$ cat src/sv/bcf_pkg.sv
package bcf_pkg;

    localparam int MAX_DIM_DEFAULT = 1024;

    localparam int DIM_W = 11;
    localparam int RED_W = 8;
    localparam int COORD_W = 10;
    localparam int COUNT_W = 21;
    localparam int CFG_IDX_W = 2;
    localparam int CFG_DATA_W = 11;

    localparam logic [DIM_W-1:0] FRAME_WIDTH_RESET = 11'd25;
    localparam logic [DIM_W-1:0] FRAME_HEIGHT_RESET = 11'd25;
    localparam logic [RED_W-1:0] MATCH_RED_RESET = 8'd255;

    localparam logic [CFG_IDX_W-1:0] REG_FRAME_WIDTH = 2'd0;
    localparam logic [CFG_IDX_W-1:0] REG_FRAME_HEIGHT = 2'd1;
    localparam logic [CFG_IDX_W-1:0] REG_MATCH_RED = 2'd2;

    localparam int QUEUE_DEPTH = 2;

    typedef struct packed {
        logic full;
        logic empty;
    } bcf_q_status_t;

    typedef enum logic [1:0] {
        BACK_IDLE,
        BACK_DIVIDE,
        BACK_DONE
    } bcf_back_state_t;

endpackage

$ cat src/sv/bcf_front.sv
module bcf_front #(
    parameter int MAX_DIM = bcf_pkg::MAX_DIM_DEFAULT,
    localparam int POS_W = $clog2(MAX_DIM),
    localparam int SUM_W = 3 * POS_W,
    localparam int CNT_W = 2 * POS_W + 1,
    localparam int FRAME_W = 2 * SUM_W + CNT_W
) (
    input  logic                       clk,
    input  logic                       rst_n,
    input  logic                       accept,
    input  logic [bcf_pkg::RED_W-1:0]  pixel_red,
    input  logic [bcf_pkg::DIM_W-1:0]  frame_width,
    input  logic [bcf_pkg::DIM_W-1:0]  frame_height,
    input  logic [bcf_pkg::RED_W-1:0]  match_red,
    output logic                       frame_push,
    output logic [FRAME_W-1:0]         frame_data
);
    import bcf_pkg::*;

    localparam int EXT_W = POS_W + DIM_W + 1;

    logic [POS_W-1:0] col_reg, col_next;
    logic [POS_W-1:0] row_reg, row_next;
    logic [SUM_W-1:0] row_sum_reg, row_sum_next;
    logic [SUM_W-1:0] col_sum_reg, col_sum_next;
    logic [CNT_W-1:0] hit_reg, hit_next;

    logic [EXT_W-1:0] width_eff;
    logic [EXT_W-1:0] height_eff;
    logic [EXT_W-1:0] width_ext;
    logic [EXT_W-1:0] height_ext;
    logic [SUM_W-1:0] row_sum_add;
    logic [SUM_W-1:0] col_sum_add;
    logic [CNT_W-1:0] hit_add;
    logic             hit;
    logic             last_col;
    logic             last_row;

    // A dimension of zero acts as one, and one above the maximum acts as the maximum.
    always_comb
    begin
        width_ext = EXT_W'(frame_width);
        height_ext = EXT_W'(frame_height);
        if (width_ext == '0)
            width_eff = EXT_W'(1);
        else if (width_ext > EXT_W'(MAX_DIM))
            width_eff = EXT_W'(MAX_DIM);
        else
            width_eff = width_ext;
        if (height_ext == '0)
            height_eff = EXT_W'(1);
        else if (height_ext > EXT_W'(MAX_DIM))
            height_eff = EXT_W'(MAX_DIM);
        else
            height_eff = height_ext;
    end

    always_comb
    begin
        hit = (pixel_red == match_red);
        row_sum_add = row_sum_reg + (hit ? SUM_W'(row_reg) : '0);
        col_sum_add = col_sum_reg + (hit ? SUM_W'(col_reg) : '0);
        hit_add = hit_reg + (hit ? CNT_W'(1) : '0);
        last_col = (EXT_W'(col_reg) + EXT_W'(1)) >= width_eff;
        last_row = (EXT_W'(row_reg) + EXT_W'(1)) >= height_eff;
        frame_push = accept && last_col && last_row;
        frame_data = {row_sum_add, col_sum_add, hit_add};
    end

    always_comb
    begin
        col_next = col_reg;
        row_next = row_reg;
        row_sum_next = row_sum_reg;
        col_sum_next = col_sum_reg;
        hit_next = hit_reg;
        if (accept)
        begin
            if (last_col && last_row)
            begin
                col_next = '0;
                row_next = '0;
                row_sum_next = '0;
                col_sum_next = '0;
                hit_next = '0;
            end
            else if (last_col)
            begin
                col_next = '0;
                row_next = row_reg + POS_W'(1);
                row_sum_next = row_sum_add;
                col_sum_next = col_sum_add;
                hit_next = hit_add;
            end
            else
            begin
                col_next = col_reg + POS_W'(1);
                row_sum_next = row_sum_add;
                col_sum_next = col_sum_add;
                hit_next = hit_add;
            end
        end
    end

    always_ff @(posedge clk or negedge rst_n)
    begin
        if (!rst_n)
        begin
            col_reg <= '0;
            row_reg <= '0;
            row_sum_reg <= '0;
            col_sum_reg <= '0;
            hit_reg <= '0;
        end
        else
        begin
            col_reg <= col_next;
            row_reg <= row_next;
            row_sum_reg <= row_sum_next;
            col_sum_reg <= col_sum_next;
            hit_reg <= hit_next;
        end
    end

    // Handing a frame over must leave the position and sums cleared.
    assert property (@(posedge clk) disable iff (!rst_n)
        frame_push |=> (col_reg == '0) && (row_reg == '0) && (hit_reg == '0))
        else $error("frame state not cleared after frame end");

endmodule

$ cat src/sv/bcf_queue.sv
module bcf_queue #(
    parameter int WIDTH = 8,
    parameter int DEPTH = bcf_pkg::QUEUE_DEPTH
) (
    input  logic                   clk,
    input  logic                   rst_n,
    input  logic                   push,
    input  logic [WIDTH-1:0]       push_data,
    input  logic                   pop,
    output logic [WIDTH-1:0]       pop_data,
    output bcf_pkg::bcf_q_status_t status
);
    import bcf_pkg::*;

    localparam int PTR_W = (DEPTH > 1) ? $clog2(DEPTH) : 1;
    localparam int CNT_W = $clog2(DEPTH + 1);

    logic [WIDTH-1:0] entry_reg [DEPTH];
    logic [PTR_W-1:0] wr_ptr_reg, wr_ptr_next;
    logic [PTR_W-1:0] rd_ptr_reg, rd_ptr_next;
    logic [CNT_W-1:0] count_reg, count_next;
    logic             do_push;
    logic             do_pop;

    always_comb
    begin
        status.full = (count_reg == CNT_W'(DEPTH));
        status.empty = (count_reg == '0);
        do_push = push && !status.full;
        do_pop = pop && !status.empty;
        pop_data = entry_reg[rd_ptr_reg];
        wr_ptr_next = wr_ptr_reg;
        rd_ptr_next = rd_ptr_reg;
        if (do_push)
            wr_ptr_next = (wr_ptr_reg == PTR_W'(DEPTH - 1)) ? '0 : wr_ptr_reg + PTR_W'(1);
        if (do_pop)
            rd_ptr_next = (rd_ptr_reg == PTR_W'(DEPTH - 1)) ? '0 : rd_ptr_reg + PTR_W'(1);
        count_next = count_reg + CNT_W'(do_push) - CNT_W'(do_pop);
    end

    always_ff @(posedge clk)
    begin
        if (do_push)
            entry_reg[wr_ptr_reg] <= push_data;
    end

    always_ff @(posedge clk or negedge rst_n)
    begin
        if (!rst_n)
        begin
            wr_ptr_reg <= '0;
            rd_ptr_reg <= '0;
            count_reg <= '0;
        end
        else
        begin
            wr_ptr_reg <= wr_ptr_next;
            rd_ptr_reg <= rd_ptr_next;
            count_reg <= count_next;
        end
    end

    assert property (@(posedge clk) disable iff (!rst_n)
        count_reg <= CNT_W'(DEPTH))
        else $error("queue count exceeds its depth");

    assert property (@(posedge clk) disable iff (!rst_n)
        push |-> !status.full)
        else $error("frame pushed into a full queue");

endmodule

$ cat src/sv/bcf_back.sv
module bcf_back #(
    parameter int MAX_DIM = bcf_pkg::MAX_DIM_DEFAULT,
    localparam int POS_W = $clog2(MAX_DIM),
    localparam int SUM_W = 3 * POS_W,
    localparam int CNT_W = 2 * POS_W + 1,
    localparam int FRAME_W = 2 * SUM_W + CNT_W
) (
    input  logic                         clk,
    input  logic                         rst_n,
    input  bcf_pkg::bcf_q_status_t       q_status,
    input  logic [FRAME_W-1:0]           frame_data,
    output logic                         q_pop,
    input  logic                         pop,
    output logic                         empty,
    output logic [bcf_pkg::COORD_W-1:0]  centroid_row,
    output logic [bcf_pkg::COORD_W-1:0]  centroid_col,
    output logic [bcf_pkg::COUNT_W-1:0]  match_count,
    output logic                         blob_found
);
    import bcf_pkg::*;

    localparam int DIV_W = SUM_W + 1;
    localparam int STEP_W = (POS_W > 1) ? $clog2(POS_W) : 1;

    bcf_back_state_t state_reg, state_next;

    logic [SUM_W-1:0]  rem_row_reg, rem_row_next;
    logic [SUM_W-1:0]  rem_col_reg, rem_col_next;
    logic [DIV_W-1:0]  div_reg, div_next;
    logic [POS_W-1:0]  q_row_reg, q_row_next;
    logic [POS_W-1:0]  q_col_reg, q_col_next;
    logic [CNT_W-1:0]  cnt_reg, cnt_next;
    logic [STEP_W-1:0] step_reg, step_next;

    logic [SUM_W-1:0]  in_row_sum;
    logic [SUM_W-1:0]  in_col_sum;
    logic [CNT_W-1:0]  in_count;
    logic              row_ge;
    logic              col_ge;
    logic              load;
    logic              step_en;
    logic              found;
    logic [COORD_W+POS_W-1:0] row_wide;
    logic [COORD_W+POS_W-1:0] col_wide;
    logic [COUNT_W+CNT_W-1:0] count_wide;

    assign {in_row_sum, in_col_sum, in_count} = frame_data;

    always_comb
    begin
        state_next = state_reg;
        unique case (state_reg)
            BACK_IDLE:
                if (!q_status.empty)
                    state_next = BACK_DIVIDE;
            BACK_DIVIDE:
                if (step_reg == '0)
                    state_next = BACK_DONE;
            BACK_DONE:
                if (pop)
                    state_next = BACK_IDLE;
            default:
                state_next = BACK_IDLE;
        endcase
    end

    always_comb
    begin
        q_pop = (state_reg == BACK_IDLE) && !q_status.empty;
        load = q_pop;
        step_en = (state_reg == BACK_DIVIDE);
        empty = (state_reg != BACK_DONE);
    end

    // Restoring division, one quotient bit per cycle for the row and the column together.
    // The mean cannot exceed the last position, so the quotient fits in the position width.
    always_comb
    begin
        row_ge = {1'b0, rem_row_reg} >= div_reg;
        col_ge = {1'b0, rem_col_reg} >= div_reg;
        rem_row_next = rem_row_reg;
        rem_col_next = rem_col_reg;
        div_next = div_reg;
        q_row_next = q_row_reg;
        q_col_next = q_col_reg;
        cnt_next = cnt_reg;
        step_next = step_reg;
        if (load)
        begin
            rem_row_next = in_row_sum;
            rem_col_next = in_col_sum;
            div_next = DIV_W'(in_count) << (POS_W - 1);
            q_row_next = '0;
            q_col_next = '0;
            cnt_next = in_count;
            step_next = STEP_W'(POS_W - 1);
        end
        else if (step_en)
        begin
            if (row_ge)
                rem_row_next = rem_row_reg - div_reg[SUM_W-1:0];
            if (col_ge)
                rem_col_next = rem_col_reg - div_reg[SUM_W-1:0];
            q_row_next = POS_W'({q_row_reg, row_ge});
            q_col_next = POS_W'({q_col_reg, col_ge});
            div_next = div_reg >> 1;
            step_next = step_reg - STEP_W'(1);
        end
    end

    always_ff @(posedge clk or negedge rst_n)
    begin
        if (!rst_n)
            state_reg <= BACK_IDLE;
        else
            state_reg <= state_next;
    end

    always_ff @(posedge clk)
    begin
        rem_row_reg <= rem_row_next;
        rem_col_reg <= rem_col_next;
        div_reg <= div_next;
        q_row_reg <= q_row_next;
        q_col_reg <= q_col_next;
        cnt_reg <= cnt_next;
        step_reg <= step_next;
    end

    // An empty frame reports zero coordinates in place of the divider's output.
    always_comb
    begin
        found = (cnt_reg != '0);
        row_wide = {{COORD_W{1'b0}}, q_row_reg};
        col_wide = {{COORD_W{1'b0}}, q_col_reg};
        count_wide = {{COUNT_W{1'b0}}, cnt_reg};
        centroid_row = found ? row_wide[COORD_W-1:0] : '0;
        centroid_col = found ? col_wide[COORD_W-1:0] : '0;
        match_count = count_wide[COUNT_W-1:0];
        blob_found = found;
    end

    assert property (@(posedge clk) disable iff (!rst_n)
        (state_reg == BACK_DIVIDE) && (step_reg == '0) |=> state_reg == BACK_DONE)
        else $error("division did not finish after its last step");

    assert property (@(posedge clk) disable iff (!rst_n)
        (state_reg == BACK_DONE) && !pop |=> (state_reg == BACK_DONE) && $stable(q_row_reg)
            && $stable(q_col_reg) && $stable(cnt_reg))
        else $error("waiting result changed before it was taken");

endmodule

$ cat src/sv/blob_centroid_finder_unit.sv
// Flow: the sums of a frame enter the queue when its last pixel is accepted, and the
// back end takes them while idle, divides, and holds the result until it is popped.
// Throughput: one pixel per cycle until the two-frame queue fills; the back end works
// on one frame at a time and takes no new one until the waiting result is popped.
// Reset: asynchronous and active low; it clears position, sums, the queue and the
// back end's state, and sets the registers to a 25 by 25 frame with match value 255.
module blob_centroid_finder_unit #(
    parameter int MAX_DIM = bcf_pkg::MAX_DIM_DEFAULT
) (
    input  logic                            clk,
    input  logic                            rst_n,
    input  logic                            push,
    output logic                            full,
    input  logic [bcf_pkg::RED_W-1:0]       pixel_red,
    output logic                            empty,
    input  logic                            pop,
    output logic [bcf_pkg::COORD_W-1:0]     centroid_row,
    output logic [bcf_pkg::COORD_W-1:0]     centroid_col,
    output logic [bcf_pkg::COUNT_W-1:0]     match_count,
    output logic                            blob_found,
    input  logic                            cfg_write,
    input  logic [bcf_pkg::CFG_IDX_W-1:0]   cfg_index,
    input  logic [bcf_pkg::CFG_DATA_W-1:0]  cfg_data
);
    import bcf_pkg::*;

    localparam int POS_W = $clog2(MAX_DIM);
    localparam int SUM_W = 3 * POS_W;
    localparam int CNT_W = 2 * POS_W + 1;
    localparam int FRAME_W = 2 * SUM_W + CNT_W;

    logic [DIM_W-1:0] frame_width_reg;
    logic [DIM_W-1:0] frame_height_reg;
    logic [RED_W-1:0] match_red_reg;

    bcf_q_status_t    q_status;
    logic             accept;
    logic             frame_push;
    logic             q_pop;
    logic [FRAME_W-1:0] push_data;
    logic [FRAME_W-1:0] pop_data;

    always_ff @(posedge clk or negedge rst_n)
    begin
        if (!rst_n)
        begin
            frame_width_reg <= FRAME_WIDTH_RESET;
            frame_height_reg <= FRAME_HEIGHT_RESET;
            match_red_reg <= MATCH_RED_RESET;
        end
        else if (cfg_write)
        begin
            unique case (cfg_index)
                REG_FRAME_WIDTH:  frame_width_reg <= cfg_data[DIM_W-1:0];
                REG_FRAME_HEIGHT: frame_height_reg <= cfg_data[DIM_W-1:0];
                REG_MATCH_RED:    match_red_reg <= cfg_data[RED_W-1:0];
                default:          ;
            endcase
        end
    end

    assign full = q_status.full;
    assign accept = push && !q_status.full;

    bcf_front #(
        .MAX_DIM(MAX_DIM)
    ) u_front (
        .clk(clk),
        .rst_n(rst_n),
        .accept(accept),
        .pixel_red(pixel_red),
        .frame_width(frame_width_reg),
        .frame_height(frame_height_reg),
        .match_red(match_red_reg),
        .frame_push(frame_push),
        .frame_data(push_data)
    );

    bcf_queue #(
        .WIDTH(FRAME_W),
        .DEPTH(QUEUE_DEPTH)
    ) u_queue (
        .clk(clk),
        .rst_n(rst_n),
        .push(frame_push),
        .push_data(push_data),
        .pop(q_pop),
        .pop_data(pop_data),
        .status(q_status)
    );

    bcf_back #(
        .MAX_DIM(MAX_DIM)
    ) u_back (
        .clk(clk),
        .rst_n(rst_n),
        .q_status(q_status),
        .frame_data(pop_data),
        .q_pop(q_pop),
        .pop(pop),
        .empty(empty),
        .centroid_row(centroid_row),
        .centroid_col(centroid_col),
        .match_count(match_count),
        .blob_found(blob_found)
    );

endmodule
$ cat config.mk
export PLATFORM = sky130hd
export DESIGN_NAME = blob_centroid_finder_unit
export DESIGN_NICKNAME = d
export VERILOG_FILES = /design/src/sv/bcf_pkg.sv /design/src/sv/bcf_front.sv /design/src/sv/bcf_queue.sv /design/src/sv/bcf_back.sv /design/src/sv/blob_centroid_finder_unit.sv
export SDC_FILE = /design/constraint.sdc
export NUM_CORES = 1
export LEC_CHECK = 0
export ABC_AREA = 1
export BUFFER_PORTS_ARGS = -buffer_cell sky130_fd_sc_hd__buf_2
export CORE_MARGIN = 1
export CORE_UTILIZATION = 45
export DETAILED_ROUTE_END_ITERATION = 7
export GPL_ROUTABILITY_DRIVEN = 1
export PLACE_DENSITY = 0.72
export SLEW_MARGIN = 20
export SYNTH_ARGS = -nofsm -noshare
export SYNTH_HDL_FRONTEND = slang
export SYNTH_SLANG_ARGS = --single-unit
$ cat constraint.sdc
create_clock -name clk -period 6.65 [get_ports clk]
set_input_delay 1.33 -clock clk [delete_from_list [all_inputs] [get_ports clk]]
set_output_delay 1.33 -clock clk [all_outputs]
set_load 0.05 [all_outputs]
Word-level counts from Yosys, hierarchy flattened
Memory sizes are Yosys's and may differ from the RTL's.
Index checks and enable logic that the tools add are counted.
{ "totals": {"register_bits": 272, "ramBits": 162, "inputBits": 26, "output_inout_bits": 44, "elab_cells": 110, "memories": 1} }
{ "op_classes": {"n_addsub": 14, "n_lt_le_gt_ge": 6, "eq_ne": 10, "mux": 32, "reduce_logical": 27} }
{ "mem_list": {"columns": ["name", "depth", "width", "rd", "rd_ports_with_merged_regs", "write_ports", "line_no", "text"], "rows": [
  ["u_queue.entry_reg", 2, 81, 1, 0, 1, "bcf_queue.sv:18", "logic [WIDTH-1:0] entry_reg [DEPTH];"]
]} }
{ "op_table": {"columns": ["operator", "n"], "rows": [
  ["$mux W30", 10],
  ["$mux W10", 8],
  ["$add A30 B30 Y30", 2],
  ["$ge A30 B30 Y1", 2],
  ["$sub A30 B30 Y30", 2],
  ["$mux W11", 3],
  ["$add A10 B1 Y11 const B", 2],
  ["$ge A22 B11 Y1", 1],
  ["$ge A22 B22 Y1", 1],
  ["$gt A11 B11 Y1 const B", 2],
  ["$logic_not A11 Y1", 2],
  ["$mux W22", 1],
  ["$add A21 B21 Y21", 1],
  ["$mux W21", 1],
  ["$reduce_bool A21 Y1", 1],
  ["$add A10 B1 Y10 const B", 2],
  ["$reduce_and A2 Y1", 6],
  ["$eq A8 B8 Y1", 1],
  ["$ne A2 B2 Y1 const B", 4],
  ["$reduce_bool A2 Y1", 4],
  ["$logic_and A1 B1 Y1", 7],
  ["$eq A2 B2 Y1 const B", 3],
  ["$logic_not A2 Y1", 3],
  ["$mux W2", 3],
  ["10 further kinds", 17]
]} }

Depth between registers and ports, before layout
{ "depth": {"word_depth": 9, "ltp_mapped": 20, "depth_no_buf": 19} }

Modules after synthesis
Synthesis repeated with hierarchy kept, for this count alone.
{ "unflattened": {"hier_cells": 3384, "hier_area_um2": 25919.9} }
{ "modules_own_cells": {"columns": ["mod", "n_inst", "cells_each", "area_each_um2", "seq_area_each_um2"], "rows": [
  ["bcf_back", 1, 1482, 10159.7, 3773.6],
  ["bcf_front", 1, 1308, 8331.7, 2527.4],
  ["bcf_queue", 1, 456, 6154.7, 4964.8],
  ["blob_centroid_finder_unit", 1, 138, 1273.7, 768.2]
]} }

Least setup slack after synthesis
No wires, ideal clock.
{ "synth_timing": {"path_kind": "register to register", "from": "register u_front.col_reg[0]", "to": "memory u_queue.entry_reg[1][0] (netlist name) (enable)", "setup_ns": 0.521, "arrival_ns": 5.490, "t_required_ns": 6.129, "path_slack_ns": 0.640, "path_stages_with_launch": 18, "n_path_buf": 0, "period_less_slack_ns": 6.010, "path_cell_list": "dfrtp_1 -> nand3_1 -> nor2_1 -> nand2_1 -> nor2_1 -> nand3_1 -> xor2_1 -> inv_1 -> ha_1 -> nand2_1 -> o21bai_1 -> nand2_1 -> a21oi_2 -> nand2_1 -> nand2_1 -> inv_2 -> nand2_1 -> nor2_1"} }
{ "synth_between": {"elab_chain_cells": 7} }
{ "synth_rtl": {"columns": ["element", "line_no", "text"], "rows": [
  ["start, declared", "bcf_front.sv:22", "logic [POS_W-1:0] col_reg, col_next;"],
  ["start signal, assigned", "bcf_front.sv:117", "col_reg <= col_next;"],
  ["$add A10 B1 Y11", "bcf_front.sv:64", "last_col = (EXT_W'(col_reg) + EXT_W'(1)) >= width_eff;"],
  ["$ge A22 B11 Y1", "bcf_front.sv:64", null],
  ["$logic_and A1 B1 Y1 (2 in a row)", "bcf_front.sv:66", "frame_push = accept && last_col && last_row;"],
  ["$logic_and A1 B1 Y1", "bcf_queue.sv:29", "do_push = push && !status.full;"],
  ["$mux W1", "bcf_queue.sv:43", "if (do_push)"],
  ["$mux W1 (implied by the code)", "bcf_queue.sv:44", "entry_reg[wr_ptr_reg] <= push_data;"],
  ["end, declared", "bcf_queue.sv:18", null]
]} }
No other way between the ends.

Worst setup path in the final report
{ "layout_timing": {"from": "register u_front.col_reg[0]", "to": "memory u_queue.entry_reg[1][13] (netlist name) (enable)"} }
The elaborated chain is that of the path after synthesis.

==> metrics.md <==
| Metric | Value |
|---|---|
| Die area | 56200 sq um |
| Delay of the slowest cell on the worst path | 0.76 ns |
| Clock-pin slew reported for the worst setup and hold paths after clock tree synthesis | 0.06 ns |
| DPL Wire Length | 43600 microns |
| Number of buffers and inverters on the critical path | 3 |
| Site row count | 85 |
| Netlist area before placement | 24900 sq um |
| Min setup slack post-route | 2.32 ns |
| Via count of the first global-routing pass | 19123 |
| Total power divided by cell area | 515 nW/um^2 |
| CTS Buf Count | 47 |
| First-iteration detailed-routing DRC count | 1668 |
| Worst hold slack | 0.469 ns |
| Total wire length after detailed routing | 60400 microns |
| Reg-to-reg critical path endpoint | u_queue.entry_reg[1][13] |
| Skew-Pair Late Insertion Delay | 0.58 ns |
| Clock Tree Buf Depth | 3 |
| Root Buffer Master | clkbuf_16 |
| Sequential share of the synthesized area | 48.4% |
| Portion of synthesized cell area occupied by the leading cell type | 31.9% |
| Max FFs per register | 162 |
| Layout Area Growth over Synthesis | 10.6% |
| Maximum fanout along the worst path | 51 |
| Starting density of the core | 45.8% |
| Kind of cell with the highest combined delay on the critical path | simple AND/OR/NAND/NOR gates |
| Most numerous cell on the critical path | nand2_1 |
| Top cells by count, synth | nand2_1, inv_1, edfxtp_1 |
| Reg2reg path depth | 18 |
| Maximum clock frequency | 231 MHz |
| Number of maximum-capacitance constraint violations | 0 |
| Warnings, synthesis | 0 |
| Max rail drop VDD | 0.256 mV |
| Worst setup timing slack at the placement stage | 1.98 ns |
| Hold EP | u_back.step_reg[3] |
| Most used flip-flop cell after synthesis | edfxtp_1 |
| Antenna violations before repair | 1 |
| Critical-path top delay cell | nor2_4 |
| Normalized max-slew margin | 26.8% |
| Total gr overflow | 0 |
| Flip-flop and latch count after synthesis | 434 |
| Required time at the endpoint of the critical path | 6.89 ns |
| Worst Skew | 0.0171 ns |
| Post-detailed-route wirelength per cell | 15.3 microns |
| Ranking of synthesized cells by area | edfxtp_1, nand2_1, dfrtp_1 |
| Buffers inserted during post-CTS setup optimization | 0 |
| Outcome | finished, final reports clean |
| Cell breakdown of the critical path | nand3_1, nor2_1, nand2_1, nor2_1, nand3_1, xor2_1, inv_1, ha_1, nand2_1, o21bai_1, nand2_1, a21oi_2, nand2_1, nand2_1, inv_2, nand2_1, nor2_4, buf_12 |
| Final Hold Vio Count | 0 |
| Hold bufs inserted after CTS | 0 |
| Detailed Routing Iterations Pass 1 | 6 |
| Endpoint kind of the worst setup timing path | flip-flop |
| EDFF count, synth | 264 |
| Maximum number of pins on one net before global-route repair | 86 |
| Ports placed on the boundary | 70 |
| Crit Path Class | flip-flop to flip-flop |
| Kind of start point of the critical path | flip-flop |
| Wire length of the first global-routing pass | 99500 microns |
| Setup repair after global routing missed its margin | no |
| Net count after synthesis | 3298 |
| Gate Count Post-Synth | 3159 |
| Post-Route Setup TNS | 0 ns |
| Horizontal extent of the die | 237 microns |
| Number of port buffers | 69 |
| Count of endpoints failing setup in the final report | 0 |
| Mean area per synthesized cell | 7.87 sq um |
| Crit Reg-Reg Startpoint | u_front.col_reg[0] |
| Layout cell share with drive strength beyond 1 | 6.65% |
| Share of synthesized registers carrying an async set or reset | 31.6% |
| H-tree levels | 2 |
| Number of pins with negative max-slew slack in the final report | 0 |
| Post-layout min period | 4.33 ns |
| Vias after detailed routing | 20020 |
| Clock tree from TritonCTS | yes |
| Worst R2R Setup Slack | 2.32 ns |
| Fill cell instance count of the final layout | 5175 |
| CORE AREA | 54200 sq um |
| DRC errors left | 0 |
| Number of routed nets with antenna violations | 0 |
| Total Routing Usage GR | 22.1% |
| Yosys top cell by area | edfxtp_1 |
| Unique masters post-synth | 50 |
| Hold path depth | 2 |
| Final worst-path cycle share | 65.2% |
| Critical Path AT | 4.58 ns |
| Resized Gates After CTS | 0 |
| Die span in y | 237 microns |
| Slew at the pin with the worst max-slew slack | 1.10 ns |
| DR vias/cell | 5.06 |
| Most common cell in the netlist | nand2_1 |
| Classification of the worst-slack hold path | flip-flop to flip-flop |
| Number of sinks on the clock net | 434 |
| Final-stage net count | 3363 |
| Leak | 13.7 nW |
| Hold Crit Start | u_back.step_reg[3] |
| Post-layout utilization of the core | 50.7% |
| Final estimated routing congestion in global placement | 0.994 |
==> worst max-delay path by stage <==
| stage | slack [ns] | depth (start not counted) | startpoint | end |
|---|---|---|---|---|
| global placement | 1.96 | 18 | pixel_red[7] | u_queue.entry_reg[0][69] |
| finish | 2.32 | 18 | u_front.col_reg[0] | u_queue.entry_reg[1][13] |
| CTS | 2.25 | 18 | u_front.col_reg[0] | u_queue.entry_reg[1][16] |
| global route | 1.88 | 18 | u_front.col_reg[0] | u_queue.entry_reg[1][16] |
| detailed placement | 1.98 | 20 | pixel_red[7] | u_front.col_sum_reg[22] |
| floorplan | 0.64 | 17 | u_front.col_reg[0] | u_queue.entry_reg[1][0] |
==> placed cells by master, fill, tap and decap left out, drive strengths merged <==
| master | synthesis | final |
|---|---|---|
| buf | 24 | 84 |
| edfxtp | 264 | 264 |
| nor3 | 36 | 36 |
| a21boi | 1 | 1 |
| o21ai | 98 | 98 |
| o31ai | 5 | 5 |
| a21o | 16 | 16 |
| clkbuf | 44 | 64 |
| nor2 | 201 | 201 |
| mux2i | 1 | 1 |
| bufinv | 0 | 3 |
| xnor2 | 9 | 9 |
| a31oi | 2 | 2 |
| dfxtp | 33 | 33 |
| and2 | 3 | 3 |
| nand3b | 26 | 26 |
| clkinv | 0 | 18 |
| ha | 109 | 109 |
| nand2 | 1307 | 1307 |
| nand3 | 155 | 155 |
| a21oi | 81 | 81 |
| nor3b | 2 | 2 |
| o22ai | 27 | 27 |
| o21a | 2 | 2 |
| or2 | 11 | 11 |
| diode | 0 | 1 |
| o21bai | 11 | 11 |
| nand4 | 29 | 29 |
| xor2 | 78 | 78 |
| dfrtp | 123 | 123 |
| dfstp | 14 | 14 |
| clkinvlp | 0 | 3 |
| a32oi | 1 | 1 |
| inv | 421 | 421 |
| nor4 | 12 | 12 |
| fa | 4 | 4 |
| and3b | 1 | 1 |
| o211ai | 7 | 7 |
| nand2b | 1 | 1 |
==> area by class of cell <==
cell class / instances / area, sq um / share of cell area, %
Clock buffer: 64 / 1320 / 4.81
Inverter: 421 / 1580 / 5.76
Antenna cell: 1 / 2.50 / 0.00910
Timing Repair Buffer: 84 / 477 / 1.73
Clock inverter: 24 / 240 / 0.874
Multi-Input combinational cell: 2236 / 11000 / 39.9
Tap cell: 696 / 871 / 3.17
Sequential cell: 434 / 12000 / 43.8
==> power by group <==
part	internal, W	total [W]	switching, W
clock network	0.00153	0.00264	0.00111
registers	0.00387	0.00416	0.000294
logic	0.00220	0.00735	0.00516
total	0.00759	0.0142	0.00656
==> cells by family after synthesis <==
group	after synthesis	synth area share, %
buffers and inverters	489	7.64
xor gates and xnor gates	87	3.07
muxes	1	0.0403
adders and majority gates	113	5.81
and+or+nand+nor	1784	29.4
AOI/OAI and AO/OA	251	5.65
DFF	434	48.4
==> tightest hold or removal path, cell delays in order, from the launching register on <==
cell	delay, ns
dfxtp_1	0.32
o31ai_1	0.07
nand3_1	0.05
==> metrics by stage <==
stage               power (W)  area [sq um]  cells
global route           0.0153         27500   3959
detailed placement     0.0115         25900   3871
CTS                    0.0142         27500   3959
finish                 0.0142         27500   3960
global placement       0.0114         25900   3871
floorplan             0.00960         24900   3159
==> metal layers <==
metal	vias up	part of all wire (%)	wire length (microns)	GRT usage [%]
li1	10220	-	-	-
met1	9235	47	28600	30.7
met2	480	45	27300	36.1
met3	85	5.3	3220	2.95
met4	0	2.2	1330	6.10
met5	-	0	0	0
Power figures use the tool's default switching activity.
